===== src/rtl/core/amm_pkg.sv =====
package amm_pkg;

  localparam int unsigned NumInputs  = 4;
  localparam int unsigned SampleBits = 16;
  localparam int unsigned GainBits   = 9;
  localparam int unsigned AccBits    = 27;
  localparam int unsigned MixBits    = 25;
  localparam int unsigned MulABits   = 34;
  localparam int unsigned MulBBits   = 17;
  localparam int unsigned MulPBits   = MulABits + MulBBits;
  localparam int unsigned MulCntBits = 5;
  localparam int unsigned OutBits    = 18;

  localparam logic [2:0] RegGains  = 3'd0;
  localparam logic [2:0] RegRoute  = 3'd1;
  localparam logic [2:0] RegMaster = 3'd2;
  localparam logic [2:0] RegBal    = 3'd3;
  localparam logic [2:0] RegMono   = 3'd4;
  localparam logic [2:0] RegMute   = 3'd5;
  localparam logic [2:0] RegDc     = 3'd6;

  localparam logic [35:0] GainsReset  = 36'h804020100;
  localparam logic [7:0]  RouteReset  = 8'hFF;
  localparam logic [8:0]  MasterReset = 9'd256;

  localparam logic [0:0] OpWrite = 1'b0;
  localparam logic [0:0] OpTick  = 1'b1;

  typedef struct packed {
    logic [35:0] input_gains;
    logic [7:0]  route_mask;
    logic [8:0]  master_volume;
    logic [9:0]  balance;
    logic        mono_enable;
    logic        mute_enable;
    logic [15:0] dc_offset;
  } cfg_t;

  typedef struct packed {
    logic busy;
    logic done;
  } mul_stat_t;

  // Saturates a signed 21-bit difference to the signed 18-bit output range.
  function automatic logic [OutBits-1:0] sat_out(input logic signed [20:0] r);
    logic [OutBits-1:0] res;
    if (r > 21'sd131071) begin
      res = 18'h1FFFF;
    end else if (r < -21'sd131072) begin
      res = 18'h20000;
    end else begin
      res = r[OutBits-1:0];
    end
    return res;
  endfunction

endpackage


===== src/rtl/core/audio_matrix_mixer.sv =====
// A sample write returns nothing; the next word is taken at once.
// A tick reopens the input in the same cycle as its result turns valid: the
// shared bit-serial multiplier handles four 9-bit gain products, then per output master
// (9), balance volume (9) and DC scale (17), one product at a time.
// One tick result may wait in the output register while the next words are taken.
// Reset (rst_ni, asynchronous, active low) loads register defaults and clears the samples.
module audio_matrix_mixer (
  input  logic        clk_i,
  input  logic        rst_ni,
  input  logic        psel,
  input  logic        penable,
  input  logic        pwrite,
  input  logic [5:0]  paddr,
  input  logic [63:0] pwdata,
  output logic [63:0] prdata,
  output logic        pready,
  input  logic        s_axis_tvalid,
  output logic        s_axis_tready,
  input  logic [15:0] s_axis_tdata,   // sample
  input  logic [2:0]  s_axis_tuser,   // opcode, channel[1:0]
  output logic        m_axis_tvalid,
  input  logic        m_axis_tready,
  output logic [39:0] m_axis_tdata    // left_sample[17:0], right_sample[35:18], zero fill
);

  amm_pkg::cfg_t cfg_q;
  logic [2:0]    idx;

  assign pready = 1'b1;
  assign idx    = paddr[5:3];

  always_ff @(posedge clk_i or negedge rst_ni) begin
    if (!rst_ni) begin
      cfg_q.input_gains   <= amm_pkg::GainsReset;
      cfg_q.route_mask    <= amm_pkg::RouteReset;
      cfg_q.master_volume <= amm_pkg::MasterReset;
      cfg_q.balance       <= '0;
      cfg_q.mono_enable   <= 1'b0;
      cfg_q.mute_enable   <= 1'b0;
      cfg_q.dc_offset     <= '0;
    end else if (psel && penable && pwrite && pready) begin
      case (idx)
        amm_pkg::RegGains:  cfg_q.input_gains   <= pwdata[35:0];
        amm_pkg::RegRoute:  cfg_q.route_mask    <= pwdata[7:0];
        amm_pkg::RegMaster: cfg_q.master_volume <= pwdata[8:0];
        amm_pkg::RegBal:    cfg_q.balance       <= pwdata[9:0];
        amm_pkg::RegMono:   cfg_q.mono_enable   <= pwdata[0];
        amm_pkg::RegMute:   cfg_q.mute_enable   <= pwdata[0];
        amm_pkg::RegDc:     cfg_q.dc_offset     <= pwdata[15:0];
        default: ;
      endcase
    end
  end

  always_comb begin
    case (idx)
      amm_pkg::RegGains:  prdata = 64'(cfg_q.input_gains);
      amm_pkg::RegRoute:  prdata = 64'(cfg_q.route_mask);
      amm_pkg::RegMaster: prdata = 64'(cfg_q.master_volume);
      amm_pkg::RegBal:    prdata = 64'(cfg_q.balance);
      amm_pkg::RegMono:   prdata = 64'(cfg_q.mono_enable);
      amm_pkg::RegMute:   prdata = 64'(cfg_q.mute_enable);
      amm_pkg::RegDc:     prdata = 64'(cfg_q.dc_offset);
      default:            prdata = '0;
    endcase
  end

  amm_core u_core (
    .clk_i         (clk_i),
    .rst_ni        (rst_ni),
    .cfg_i         (cfg_q),
    .s_axis_tvalid (s_axis_tvalid),
    .s_axis_tready (s_axis_tready),
    .s_axis_tdata  (s_axis_tdata),
    .s_axis_tuser  (s_axis_tuser),
    .m_axis_tvalid (m_axis_tvalid),
    .m_axis_tready (m_axis_tready),
    .m_axis_tdata  (m_axis_tdata)
  );

endmodule


===== src/rtl/core/amm_smul.sv =====
module amm_smul (
  input  logic                            clk_i,
  input  logic                            rst_ni,
  input  logic                            start_i,
  input  logic [amm_pkg::MulABits-1:0]    a_i,
  input  logic [amm_pkg::MulBBits-1:0]    b_i,
  input  logic [amm_pkg::MulCntBits-1:0]  nbits_i,
  output amm_pkg::mul_stat_t              stat_o,
  output logic [amm_pkg::MulPBits-1:0]    prod_o
);

  logic [amm_pkg::MulPBits-1:0]   a_q;
  logic [amm_pkg::MulBBits-1:0]   b_q;
  logic [amm_pkg::MulPBits-1:0]   p_q;
  logic [amm_pkg::MulCntBits-1:0] cnt_q;
  logic                           busy_q;
  logic                           done_q;

  // One multiplier bit per cycle: add the shifted multiplicand when it is set.
  always_ff @(posedge clk_i or negedge rst_ni) begin
    if (!rst_ni) begin
      busy_q <= 1'b0;
      done_q <= 1'b0;
      cnt_q  <= '0;
    end else begin
      done_q <= 1'b0;
      if (start_i) begin
        a_q    <= {{amm_pkg::MulBBits{1'b0}}, a_i};
        b_q    <= b_i;
        p_q    <= '0;
        cnt_q  <= nbits_i;
        busy_q <= 1'b1;
      end else if (busy_q) begin
        if (b_q[0]) begin
          p_q <= p_q + a_q;
        end
        a_q   <= {a_q[amm_pkg::MulPBits-2:0], 1'b0};
        b_q   <= {1'b0, b_q[amm_pkg::MulBBits-1:1]};
        cnt_q <= cnt_q - 1'b1;
        if (cnt_q == amm_pkg::MulCntBits'(1)) begin
          busy_q <= 1'b0;
          done_q <= 1'b1;
        end
      end
    end
  end

  assign stat_o.busy = busy_q;
  assign stat_o.done = done_q;
  assign prod_o      = p_q;

  a_start_idle: assert property (@(posedge clk_i) disable iff (!rst_ni)
    start_i |-> !busy_q) else $error("multiply started while busy");
  a_done_ends: assert property (@(posedge clk_i) disable iff (!rst_ni)
    done_q |-> !busy_q) else $error("done while still busy");
  a_start_busy: assert property (@(posedge clk_i) disable iff (!rst_ni)
    start_i && (nbits_i != '0) |=> busy_q) else $error("multiply did not start");

endmodule


===== src/rtl/core/amm_core.sv =====
module amm_core (
  input  logic                clk_i,
  input  logic                rst_ni,
  input  amm_pkg::cfg_t       cfg_i,
  input  logic                s_axis_tvalid,
  output logic                s_axis_tready,
  input  logic [15:0]         s_axis_tdata,   // sample
  input  logic [2:0]          s_axis_tuser,   // opcode, channel[1:0]
  output logic                m_axis_tvalid,
  input  logic                m_axis_tready,
  output logic [39:0]         m_axis_tdata    // left_sample, right_sample, zero fill
);

  typedef enum logic [2:0] {
    StIdle, StGain, StMix, StMast, StVol, StDcs, StEmit
  } state_e;

  state_e state_q;
  logic [amm_pkg::SampleBits-1:0] held_q [amm_pkg::NumInputs];
  logic [1:0]                     j_q;
  logic                           o_q;
  logic [amm_pkg::AccBits-1:0]    accl_q, accr_q;
  logic [amm_pkg::MixBits-1:0]    mixr_q;
  logic [amm_pkg::OutBits-1:0]    resl_q, resr_q, left_q, right_q;
  logic                           mvalid_q;
  logic                           start_q;
  logic [amm_pkg::MulABits-1:0]   op_a_q;
  logic [amm_pkg::MulBBits-1:0]   op_b_q;
  logic [amm_pkg::MulCntBits-1:0] op_n_q;

  amm_pkg::mul_stat_t           mstat;
  logic [amm_pkg::MulPBits-1:0] prod;

  amm_smul u_smul (
    .clk_i   (clk_i),
    .rst_ni  (rst_ni),
    .start_i (start_q),
    .a_i     (op_a_q),
    .b_i     (op_b_q),
    .nbits_i (op_n_q),
    .stat_o  (mstat),
    .prod_o  (prod)
  );

  logic                          accept;
  logic [8:0]                    vol_l, vol_r, vol_sel;
  logic [amm_pkg::MixBits-1:0]   mix_l, mix_r, ml, mr;
  logic [amm_pkg::MixBits:0]     mix_sum;
  logic signed [9:0]             bal;
  logic [19:0]                   u_val;
  logic signed [20:0]            diff;
  logic [amm_pkg::OutBits-1:0]   res_now;

  assign accept   = s_axis_tvalid && s_axis_tready;

  always_comb begin
    mix_l   = accl_q[amm_pkg::AccBits-1:2];
    mix_r   = accr_q[amm_pkg::AccBits-1:2];
    mix_sum = {1'b0, mix_l} + {1'b0, mix_r};
    if (cfg_i.mute_enable) begin
      ml = '0;
      mr = '0;
    end else if (cfg_i.mono_enable) begin
      ml = mix_sum[amm_pkg::MixBits:1];
      mr = mix_sum[amm_pkg::MixBits:1];
    end else begin
      ml = mix_l;
      mr = mix_r;
    end
  end

  // The balance register spans 10 bits, so it is clamped to plus or minus unity.
  always_comb begin
    bal = $signed(cfg_i.balance);
    if (bal < -10'sd256) bal = -10'sd256;
    if (bal > 10'sd256)  bal = 10'sd256;
    if (bal <= 10'sd0) begin
      vol_l = 9'd256;
      vol_r = 9'(10'sd256 + bal);
    end else begin
      vol_l = 9'(10'sd256 - bal);
      vol_r = 9'd256;
    end
    vol_sel = o_q ? vol_r : vol_l;
  end

  assign u_val   = prod[35:16];
  assign diff    = $signed({1'b0, u_val}) - $signed({5'b0, cfg_i.dc_offset});
  assign res_now = amm_pkg::sat_out(diff);

  always_ff @(posedge clk_i or negedge rst_ni) begin
    if (!rst_ni) begin
      state_q  <= StIdle;
      mvalid_q <= 1'b0;
      start_q  <= 1'b0;
      j_q      <= '0;
      o_q      <= 1'b0;
      for (int i = 0; i < amm_pkg::NumInputs; i++) held_q[i] <= '0;
    end else begin
      start_q <= 1'b0;
      if (mvalid_q && m_axis_tready && state_q != StEmit) mvalid_q <= 1'b0;
      case (state_q)
        StIdle: begin
          if (accept) begin
            if (s_axis_tuser[0] == amm_pkg::OpWrite) begin
              held_q[s_axis_tuser[2:1]] <= s_axis_tdata;
            end else begin
              accl_q  <= '0;
              accr_q  <= '0;
              j_q     <= '0;
              o_q     <= 1'b0;
              op_a_q  <= amm_pkg::MulABits'(held_q[0]);
              op_b_q  <= amm_pkg::MulBBits'(cfg_i.input_gains[8:0]);
              op_n_q  <= amm_pkg::MulCntBits'(amm_pkg::GainBits);
              start_q <= 1'b1;
              state_q <= StGain;
            end
          end
        end
        StGain: begin
          if (mstat.done) begin
            if (cfg_i.route_mask[{1'b0, j_q}]) begin
              accl_q <= accl_q + amm_pkg::AccBits'(prod[24:0]);
            end
            if (cfg_i.route_mask[{1'b1, j_q}]) begin
              accr_q <= accr_q + amm_pkg::AccBits'(prod[24:0]);
            end
            if (j_q == 2'd3) begin
              state_q <= StMix;
            end else begin
              j_q     <= j_q + 1'b1;
              op_a_q  <= amm_pkg::MulABits'(held_q[j_q + 1'b1]);
              op_b_q  <= amm_pkg::MulBBits'(cfg_i.input_gains[9*(j_q + 1'b1) +: 9]);
              start_q <= 1'b1;
            end
          end
        end
        StMix: begin
          mixr_q  <= mr;
          op_a_q  <= amm_pkg::MulABits'(ml);
          op_b_q  <= amm_pkg::MulBBits'(cfg_i.master_volume);
          op_n_q  <= amm_pkg::MulCntBits'(9);
          start_q <= 1'b1;
          state_q <= StMast;
        end
        StMast: begin
          if (mstat.done) begin
            op_a_q  <= prod[amm_pkg::MulABits-1:0];
            op_b_q  <= amm_pkg::MulBBits'(vol_sel);
            op_n_q  <= amm_pkg::MulCntBits'(9);
            start_q <= 1'b1;
            state_q <= StVol;
          end
        end
        StVol: begin
          if (mstat.done) begin
            op_a_q  <= amm_pkg::MulABits'(prod[42:24]);
            op_b_q  <= {1'b1, cfg_i.dc_offset};
            op_n_q  <= amm_pkg::MulCntBits'(amm_pkg::MulBBits);
            start_q <= 1'b1;
            state_q <= StDcs;
          end
        end
        StDcs: begin
          if (mstat.done) begin
            if (!o_q) begin
              resl_q  <= res_now;
              o_q     <= 1'b1;
              op_a_q  <= amm_pkg::MulABits'(mixr_q);
              op_b_q  <= amm_pkg::MulBBits'(cfg_i.master_volume);
              op_n_q  <= amm_pkg::MulCntBits'(9);
              start_q <= 1'b1;
              state_q <= StMast;
            end else begin
              resr_q  <= res_now;
              state_q <= StEmit;
            end
          end
        end
        StEmit: begin
          // The output pair is only replaced once the earlier word has left.
          if (!mvalid_q || m_axis_tready) begin
            left_q   <= resl_q;
            right_q  <= resr_q;
            mvalid_q <= 1'b1;
            state_q  <= StIdle;
          end
        end
        default: state_q <= StIdle;
      endcase
    end
  end

  assign s_axis_tready = (state_q == StIdle);
  assign m_axis_tvalid = mvalid_q;
  assign m_axis_tdata  = {4'b0, right_q, left_q};

  a_tick_starts: assert property (@(posedge clk_i) disable iff (!rst_ni)
    accept && (s_axis_tuser[0] == amm_pkg::OpTick) |=> start_q && state_q == StGain)
    else $error("tick did not start the mix");
  a_emit_src: assert property (@(posedge clk_i) disable iff (!rst_ni)
    $rose(mvalid_q) |-> $past(state_q) == StEmit) else $error("result without emit");
  a_no_start_idle: assert property (@(posedge clk_i) disable iff (!rst_ni)
    state_q == StIdle |-> !mstat.busy) else $error("multiplier busy while idle");

endmodule


===== config.mk =====
export PLATFORM = sky130hd
export DESIGN_NAME = audio_matrix_mixer
export DESIGN_NICKNAME = d
export VERILOG_FILES = /design/src/rtl/core/amm_pkg.sv /design/src/rtl/core/audio_matrix_mixer.sv /design/src/rtl/core/amm_smul.sv /design/src/rtl/core/amm_core.sv
export SDC_FILE = /design/constraint.sdc
export NUM_CORES = 1
export LEC_CHECK = 0
export BUFFER_PORTS_ARGS = -buffer_cell sky130_fd_sc_hd__buf_2
export CAP_MARGIN = 10
export CORE_MARGIN = 8
export CORE_UTILIZATION = 45
export DETAILED_ROUTE_END_ITERATION = 10
export PLACE_DENSITY_LB_ADDON = 0.15
export SETUP_SLACK_MARGIN = 0.4
export SYNTH_ARGS = -nofsm -noshare
export SYNTH_HDL_FRONTEND = slang
export SYNTH_SLANG_ARGS = --single-unit

===== constraint.sdc =====
create_clock -name clk_i -period 30 [get_ports clk_i]
set_input_delay 1.5 -clock clk_i [delete_from_list [all_inputs] [get_ports clk_i]]
set_output_delay 1.5 -clock clk_i [all_outputs]
set_load 0.05 [all_outputs]

==> results.md, run 1 <==
- Power Total: approximately 0.0035 W
- Postcts setup bufs: 0
- Dpl hpwl: 60.0 mm
- Worst Tran Pin Value: ~1.0 ns
- Critical path launch point type: input port
- Syn_area_per_cell: around 11 um^2
- Starting Density: 45.3%
- Via density: 6.07
- Final setup TNS: 0 ns
- Max-cap violations: 0
- Synthesized flop and latch total: 467
- Clock share of power: 20.2%
- DRT Pass-1 Iters: 5
- Initial drt markers: ~1900
- Most used routing layer: met2
- Sequential area share after synthesis: 47.5%
- Die Wd: around 260 um
- Logic gate share of total power: 46.2%
- Hold buffers post-CTS: 0
- # nets final: 2925
- CTS buffer count: 54
- CTS tree: done
- Final min period: 4.99 ns
- Top-area cell type share of the netlist area: 33.1%
- Core area: 61500 um^2
- First-pass GRT wire length: 126 mm
- Status: finished clean
- Die Height: roughly 260 um
- Most common cell after layout, fill and taps aside: edfxtp_1
- Synth Instances: 2583
- Fin crit share: 16.6%
- Clk sinks: 467
- Share of post-route cells with drive strength above 1: between 10% and 20%
- CTS root buf: clkbuf_16
- Initial antenna violation count: 2
- Port Buffers: 138
- Yosys cell types: 97
- Met2 usage: 37.2%
- ANT nets after route: 0
- Net switching power: 0.00149 W
- Setup crit end kind: primary output
- Final wirelength: just over 80 mm
- Synth Warn #: 0
- Largest net degree at the start of global routing: 75
- Clock skew: 0.0246 ns
- Slew margin rel.: roughly 30%
- GRT overflow: 0
- FP Rows: just over 90
- Via Count: 21400
- Area post-placement: 29200 um^2
- Final hold vios: 0
- Bufs on Longest Clock Path: 3
- Most frequent cells in the layout: 307 x edfxtp_1, 216 x nand2_1, 197 x a21oi_1
- FFs w/ async S/R, synth: 34.3%
- Met1 Use GR: between 30% and 40%
- Data arrival time of the worst path: around 3.5 ns
- Worst Hold Class: flip-flop to flip-flop
- Routability cong.: 0.961
- Final Util: ~51%
- Power share of the sequential group: 33.6%
- Clk Latency, worst-skew pair: slightly above 0.6 ns
- Number of synthesized flops with an enable pin: just over 300
- Crit path kind: input port to primary output
- Setup violators final: 0
- Number of top-level pins: 203
- Net Sw Frac: 42.1%
- Post-route cell area: 31100 um^2
- Die area: 70100 um^2
- Internal Pwr Total: 0.00205 W
- Leak: 12.7 nW
- Wire per inst: 23.3 um
- Fmax: 200 MHz
- Fin. max-slew vios: 0
- RSZ-0062 raised after global routing: false
- Reg clk slew, reported paths: 0.06 ns
- Worst VDD drop: 74.4 uV
- Synth Flop Type: edfxtp_1
- H-tree depth: 2
- ANT cells: 0
- Post-CTS Resized: 0
- Largest area contributor in the netlist: edfxtp_1
- Filler Cells Inserted: 5502
- GRT Util Overall: 22.6%
- Synth area leaders: edfxtp_1 33%, dfrtp_1 13%, ha_1 6.2%
- Area Growth Syn to Fin: 11.7%
- Drc violations: 0
- Power density over the cells: approximately 110 nW/um^2
- Hold_ws: 0.416 ns
- Synth Cell Area: around 28000 um^2
- Vias in the first global route: 20900
- Worst-path fanout max: 25
- Met3 Resource Use GR: 3.21%
- R2R depth: 9
- Critical path data required time: ~29 ns
- Worst Hold Path Cells: 0
==> flip-flops by register name (all words and copies together), names as in the netlist <==
| register | flops |
|---|---|
| u_core.accl_q | 27 |
| u_core.held_q | 64 |
| u_core.o_q | 1 |
| u_core.u_smul.prod_o | 43 |
| u_core.j_q | 2 |
| u_core.u_smul.b_q | 17 |
| u_core.start_q | 1 |
| u_core.m_axis_tvalid | 1 |
| u_core.resr_q | 18 |
| u_core.op_a_q | 34 |
| u_core.left_q | 18 |
| u_core.accr_q | 27 |
| u_core.op_n_q | 2 |
| u_core.u_smul.cnt_q | 5 |
| u_core.resl_q | 18 |
| u_core.right_q | 18 |
| u_core.u_smul.busy_q | 1 |
| cfg_q | 81 |
| u_core.state_q | 3 |
| u_core.op_b_q | 17 |
| u_core.mixr_q | 25 |
| u_core.u_smul.done_q | 1 |
| u_core.u_smul.a_q | 43 |
==> per-layer routing <==
| metal | vias to the layer above | share of wire, % |
|---|---|---|
| met5 | - | 0.016 |
| met4 | 2 | 2.1 |
| met3 | 103 | 6.3 |
| met2 | 682 | 47 |
| met1 | 10700 | 45 |
| li1 | 9893 | - |
==> layout make-up <==
class                      count  area [um^2]  share of cell area (%)
tap                          790          988                    3.18
multi-input combinational   1924        13800                    44.2
clock buffer                  62         1460                    4.68
clock inverter                39          474                    1.52
inverter                      69          259                   0.832
sequential                   467        13200                    42.6
timing repair buffer         170          941                    3.02
==> critical path, stage by stage <==
cell	delay [ns]
buf_2	0.52
nor2b_1	0.63
a22o_1	0.23
nand2_1	0.08
o21ai_0	0.17
buf_2	0.33
==> through the flow <==
stage,setup WS [ns],cells
floorplan,19.42,2614
CTS,25.04,3521
global placement,25.06,3420
detailed placement,25.05,3420
global route,24.92,3521
finish,25.01,3521
==> synthesized netlist by cell type, drive strengths merged (6+ instances only) <==
cell type and instances:
clkbuf 87, a22oi 30, or3 10, xnor2 46, mux4 34, a22o 43, o31ai 11, mux2i 39
o21ai 149, edfxtp 307, o21bai 16, nand2b 26, nand3b 6, mux2 147, o31a 10, ha 138
a21boi 10, dfstp 13, nor4b 8, nor3 57, o211a 9, a21o 51, a21oi 197, nand3 54
and3 28, o22ai 15, o211ai 14, nor4 6, nand4 21, a221oi 10, nand2 217, nor2b 25
nor3b 9, a211oi 27, dfrtp 147, o21a 39, a31oi 27, inv 64, nor2 199, xor2 44
o22a 11, buf 65, a311oi 6, and2 34
==> cell families after synthesis <==
| group | share of synthesized area [%] |
|---|---|
| AOI/OAI and AO/OA | 17.0 |
| and+or+nand+nor | 12.3 |
| DFF | 47.5 |
| buffers and inverters | 3.65 |
| muxes | 10.1 |
| adders and majority gates | 6.56 |
| xor gates and xnor gates | 2.83 |
| other | 0.0270 |
==> power groups by stage <==
stage | Combinational, W | Clock (W) | Sequential, W
after detailed placement | 0.00161 | 0 | 0.00120
after global placement | 0.00158 | 0 | 0.00119
after CTS | 0.00162 | 0.000726 | 0.00118
after global routing | 0.00180 | 0.000751 | 0.00121
final | 0.00163 | 0.000716 | 0.00119
after floorplan | 0.00126 | 0 | 0.00108
==> final timing paths <==
check / to / from / slack (ns)
min: u_core.left_q[6]$_DFFE_PP_ / u_core.resl_q[6]$_DFFE_PP_ / 0.42
max reg2reg: u_core.op_a_q[8]$_DFFE_PP_ / u_core.state_q[0]$_DFFE_PN0P_ / 25.64
min reg2reg: u_core.left_q[6]$_DFFE_PP_ / u_core.resl_q[6]$_DFFE_PP_ / 0.42
min in group asynchronous: cfg_q[58]$_DFFE_PN0P_ / rst_ni / 0.78
max in group asynchronous: u_core.j_q[0]$_DFFE_PN0P_ / rst_ni / 27.75
max: prdata[7] / paddr[3] / 25.01
(Power assumes the default switching activity.)
==> run 2: changes to the inputs <==
Settings changed: ABC_AREA set to 1.
Clock period 30 ns to 4.01 ns, I/O delays scaled along.
==> run 2 against run 1 <==
  * Critical endpoint is now u_core.op_a_q[13]$_DFFE_PP_
  * Via count grew 26%
  * Combinational power rose to 9.9 times the previous value
  * Non-clock buffer count grew 71
  * Hold slack worse by 0.36 ns
  * Clock skew rose by 0.013 ns
  * Largest power group unchanged
  * Largest cell class unchanged
  * Routed wire length increased by 26%
==> results.md, run 2 <==
- Syn_area_per_cell: 7.96 um^2 (-26%)
- Slowest-stage cell, CP: o21ai_0
- Most frequent cells in the layout: 873 x nand2_1, 464 x inv_1, 376 x a21oi_1
- Initial antenna violation count: 2 (unchanged)
- Number of synthesized flops with an enable pin: 307 (unchanged)
- Bufs on Longest Clock Path: 3 (unchanged)
- Sequential area share after synthesis: 44.7% (-2.9 points)
- Via density: 5.58 (-8.0%)
- Post-Synth Simple-Gate Area: 20.8% (+8.6 points)
- CP max stage delay: 0.67 ns (+0.04 ns)
- Critical-path cell list: nand2_1 -> fa_1 -> inv_1 -> nand2_1 -> o21ai_0 -> nand2_1 -> nand2_1 -> nand3_1 -> nand2_1 -> nand2_1 -> nand3_1 -> nand2_1 -> a21oi_1 -> a21oi_1
- Worst Hold Class: input port to flip-flop
- FP Rows: 94 (+3.3%)
- Fmax: 322 MHz
- H-tree depth: 2 (unchanged)
- Postcts setup bufs: 0 (unchanged)
- Crit path kind: flip-flop to flip-flop
- Synth Warn #: 0 (unchanged)
- Max-cap violations: 0 (unchanged)
- Yosys cell types: 63 (-35%)
- Power density over the cells: 897 nW/um^2 (+690%)
- Clk Latency, worst-skew pair: 0.64 ns (+0.03 ns)
- Status: finished clean
- Dpl hpwl: 79.3 mm (+32%)
- Dpl ws: 0.984 ns (-24.07 ns)
- Starting Density: 45.3% (about the same)
- Synth area leaders: edfxtp_1 31%, dfrtp_1 12%, nand2_1 11%
- Final setup TNS: 0 ns (unchanged)
- Filler Cells Inserted: 6335 (+15%)
- Share of post-route cells with drive strength above 1: 9.37% (-8.9 points)
- Area Growth Syn to Fin: 13.5%
- Top cells by count, synth: 873 x nand2_1, 465 x inv_1, 376 x a21oi_1
- Setup violators final: 0 (unchanged)
- GRT overflow: 0 (unchanged)
- Most common cell after layout, fill and taps aside: nand2_1
- Slew margin rel.: 28.5% (-1.4 points)
- Reg clk slew, reported paths: 0.06 ns (about the same)
- Core area: 65500 um^2 (+6.5%)
- Largest net degree at the start of global routing: 170 (+130%)
- Top Registers: cfg_q x81, u_core.held_q x64
- Clock skew: 0.0375 ns (+0.0129 ns)
- Worst Tran Pin Value: 1.07 ns (+0.0275 ns)
- Data arrival time of the worst path: 3.44 ns (-0.05 ns)
- Final min period: about 3.1 ns
- First-pass GRT wire length: 156 mm (+24%)
- ANT nets after route: 0 (unchanged)
- RSZ-0062 raised after global routing: false
- DRT Pass-1 Iters: 7 (+2)
- Die Height: 273 um (+3.0%)
- # nets final: 4141 (+42%)
- Most Frequent Cell on Critical Path: nand2_1
- Synth Flop Type: edfxtp_1
- Number of top-level pins: 203 (unchanged)
- Compound-Gate Fraction of Synth Area: 17.0% (about the same)
- Drc violations: 0 (unchanged)
- Largest area contributor in the netlist: edfxtp_1
- Critical path launch point type: flip-flop
- Synth Instances: 3724 (+44%)
- Largest family of logic cells by synthesized area: simple AND/OR/NAND/NOR gates
- Critical path data required time: 4.35 ns (-24.15 ns)
- Final hold vios: 0 (unchanged)
- Mux cell area share after synthesis: 1.44% (-8.7 points)
- GRT Util Overall: 27.1% (+4.5 points)
- CTS root buf: clkbuf_16
- Routability cong.: 0.971 (+1.0%)
- Fin. max-slew vios: 0 (unchanged)
- XOR/XNOR Fraction of Synth Area: 1.30% (-1.5 points)
- Die area: 74300 um^2 (+6.1%)
- Adder-Cell Fraction of Synth Area: 6.16% (-0.40 points)
- Final wirelength: 103 mm (+26%)
- Wire per inst: 21.5 um (-7.6%)
- Die Wd: 273 um (+3.0%)
- FFs w/ async S/R, synth: 34.3% (unchanged)
- Vias in the first global route: 25100 (+20%)
- Clk sinks: 467 (unchanged)
- Worst VDD drop: 389 uV (+420%)
- Area of the multi-input gates: 14000 um^2 (+2.2%)
- Reg area: 13200 um^2 (about the same)
- PnR worst setup slack: 0.907 ns (-24.10 ns)
- Setup crit end kind: flip-flop
- Most common cell in the synthesized netlist: nand2_1
- Via Count: 26900 (+26%)
- Fin crit share: 77.4%
- Number of flip-flops under the largest register name: 81 (unchanged)
- Biggest register: cfg_q
- Initial drt markers: 2777 (+49%)
- CTS tree: done
- Worst-path fanout max: 5 (-80%)
- Port Buffers: 138 (unchanged)
- Synthesized flop and latch total: 467 (unchanged)
- CTS buffer count: 54 (unchanged)
- Top-area cell type share of the netlist area: 31.1% (-2.0 points)
- Leak: 15.1 nW (+19%)
- Synth Cell Area: 29600 um^2 (+6.5%)
[run 2: final timing paths]
kind / start / to / cells past startpoint / slack, ns
setup / recovery: u_core.accr_q[2]$_SDFFCE_PN0P_ / u_core.op_a_q[13]$_DFFE_PP_ / 14 / 0.91
hold / removal: paddr[3] / cfg_q[17]$_DFFE_PN0P_ / 4 / 0.06
setup reg to reg: u_core.accr_q[2]$_SDFFCE_PN0P_ / u_core.op_a_q[13]$_DFFE_PP_ / 14 / 0.91
hold reg to reg: u_core.resr_q[11]$_DFFE_PP_ / u_core.right_q[11]$_DFFE_PP_ / 0 / 0.42
max in group asynchronous: rst_ni / u_core.j_q[0]$_DFFE_PN0P_ / 3 / 2.50
min in group asynchronous: rst_ni / cfg_q[67]$_DFFE_PN0P_ / 2 / 0.08
[run 2: layout make-up]
cell class	instances	area share (%)
antenna	2	0.0149
clock buffer	67	4.40
clock inverter	35	1.06
inverter	476	5.31
multi-input combinational	2662	41.8
sequential	467	39.4
tap	864	3.21
timing repair buffer	241	4.89
[run 2: critical path, delay by kind of cell, from the launching register on]
kind	cells	cell delay, ns
and+or+nand+nor	9	0.96
DFF	1	0.47
adders and majority gates	1	0.44
AOI/OAI and AO/OA	3	0.86
buffers and inverters	1	0.10
[run 2: repair_timing]
item / CTS / global route
endpoints found under the setup margin: 0 / 0
endpoints found under the hold margin: 161 / 0
hold buffers: 58 / 0
resized for setup: 0 / 0
[run 2: power breakdown]
part / internal [W] / switching (W)
Combinational: 0.00503 / 0.0112
Clock: 0.00296 / 0.00217
Sequential: 0.00733 / 0.00153
[run 2: metal layers]
layer | vias to the layer above | part of all wire (%) | GRT usage, %
met5 | - | 0 | 0
met4 | 0 | 3.2 | 8.28
met1 | 12700 | 45 | 38.8
met2 | 1076 | 44 | 42.1
li1 | 12900 | - | -
met3 | 177 | 7.8 | 4.15
[run 2: per-stage QoR]
step | instance area (um^2) | total power (W) | hold slack (ns) | std cells | utilization, %
global route | 33600 | 0.0324 | 0.0894 | 4813 | 51.4
CTS | 33600 | 0.0300 | 0.0292 | 4812 | 51.4
detailed placement | 31200 | 0.0247 | 0.113 | 4652 | 47.7
global placement | 31200 | 0.0246 | 0.113 | 4652 | 47.7
floorplan | 29800 | 0.0194 | -0.0951 | 3755 | -
finish | 33600 | 0.0302 | 0.0610 | 4814 | 51.4
[run 2: cell families after synthesis]
| family | count (synthesis) |
|---|---|
| flip-flops | 467 |
| AND/OR/NAND/NOR | 1491 |
| buffers and inverters | 626 |
| multiplexers | 32 |
| XOR/XNOR | 43 |
| other | 2 |
| adder cells (fa/ha/maj) | 143 |
| AO/OA/AOI/OAI | 920 |
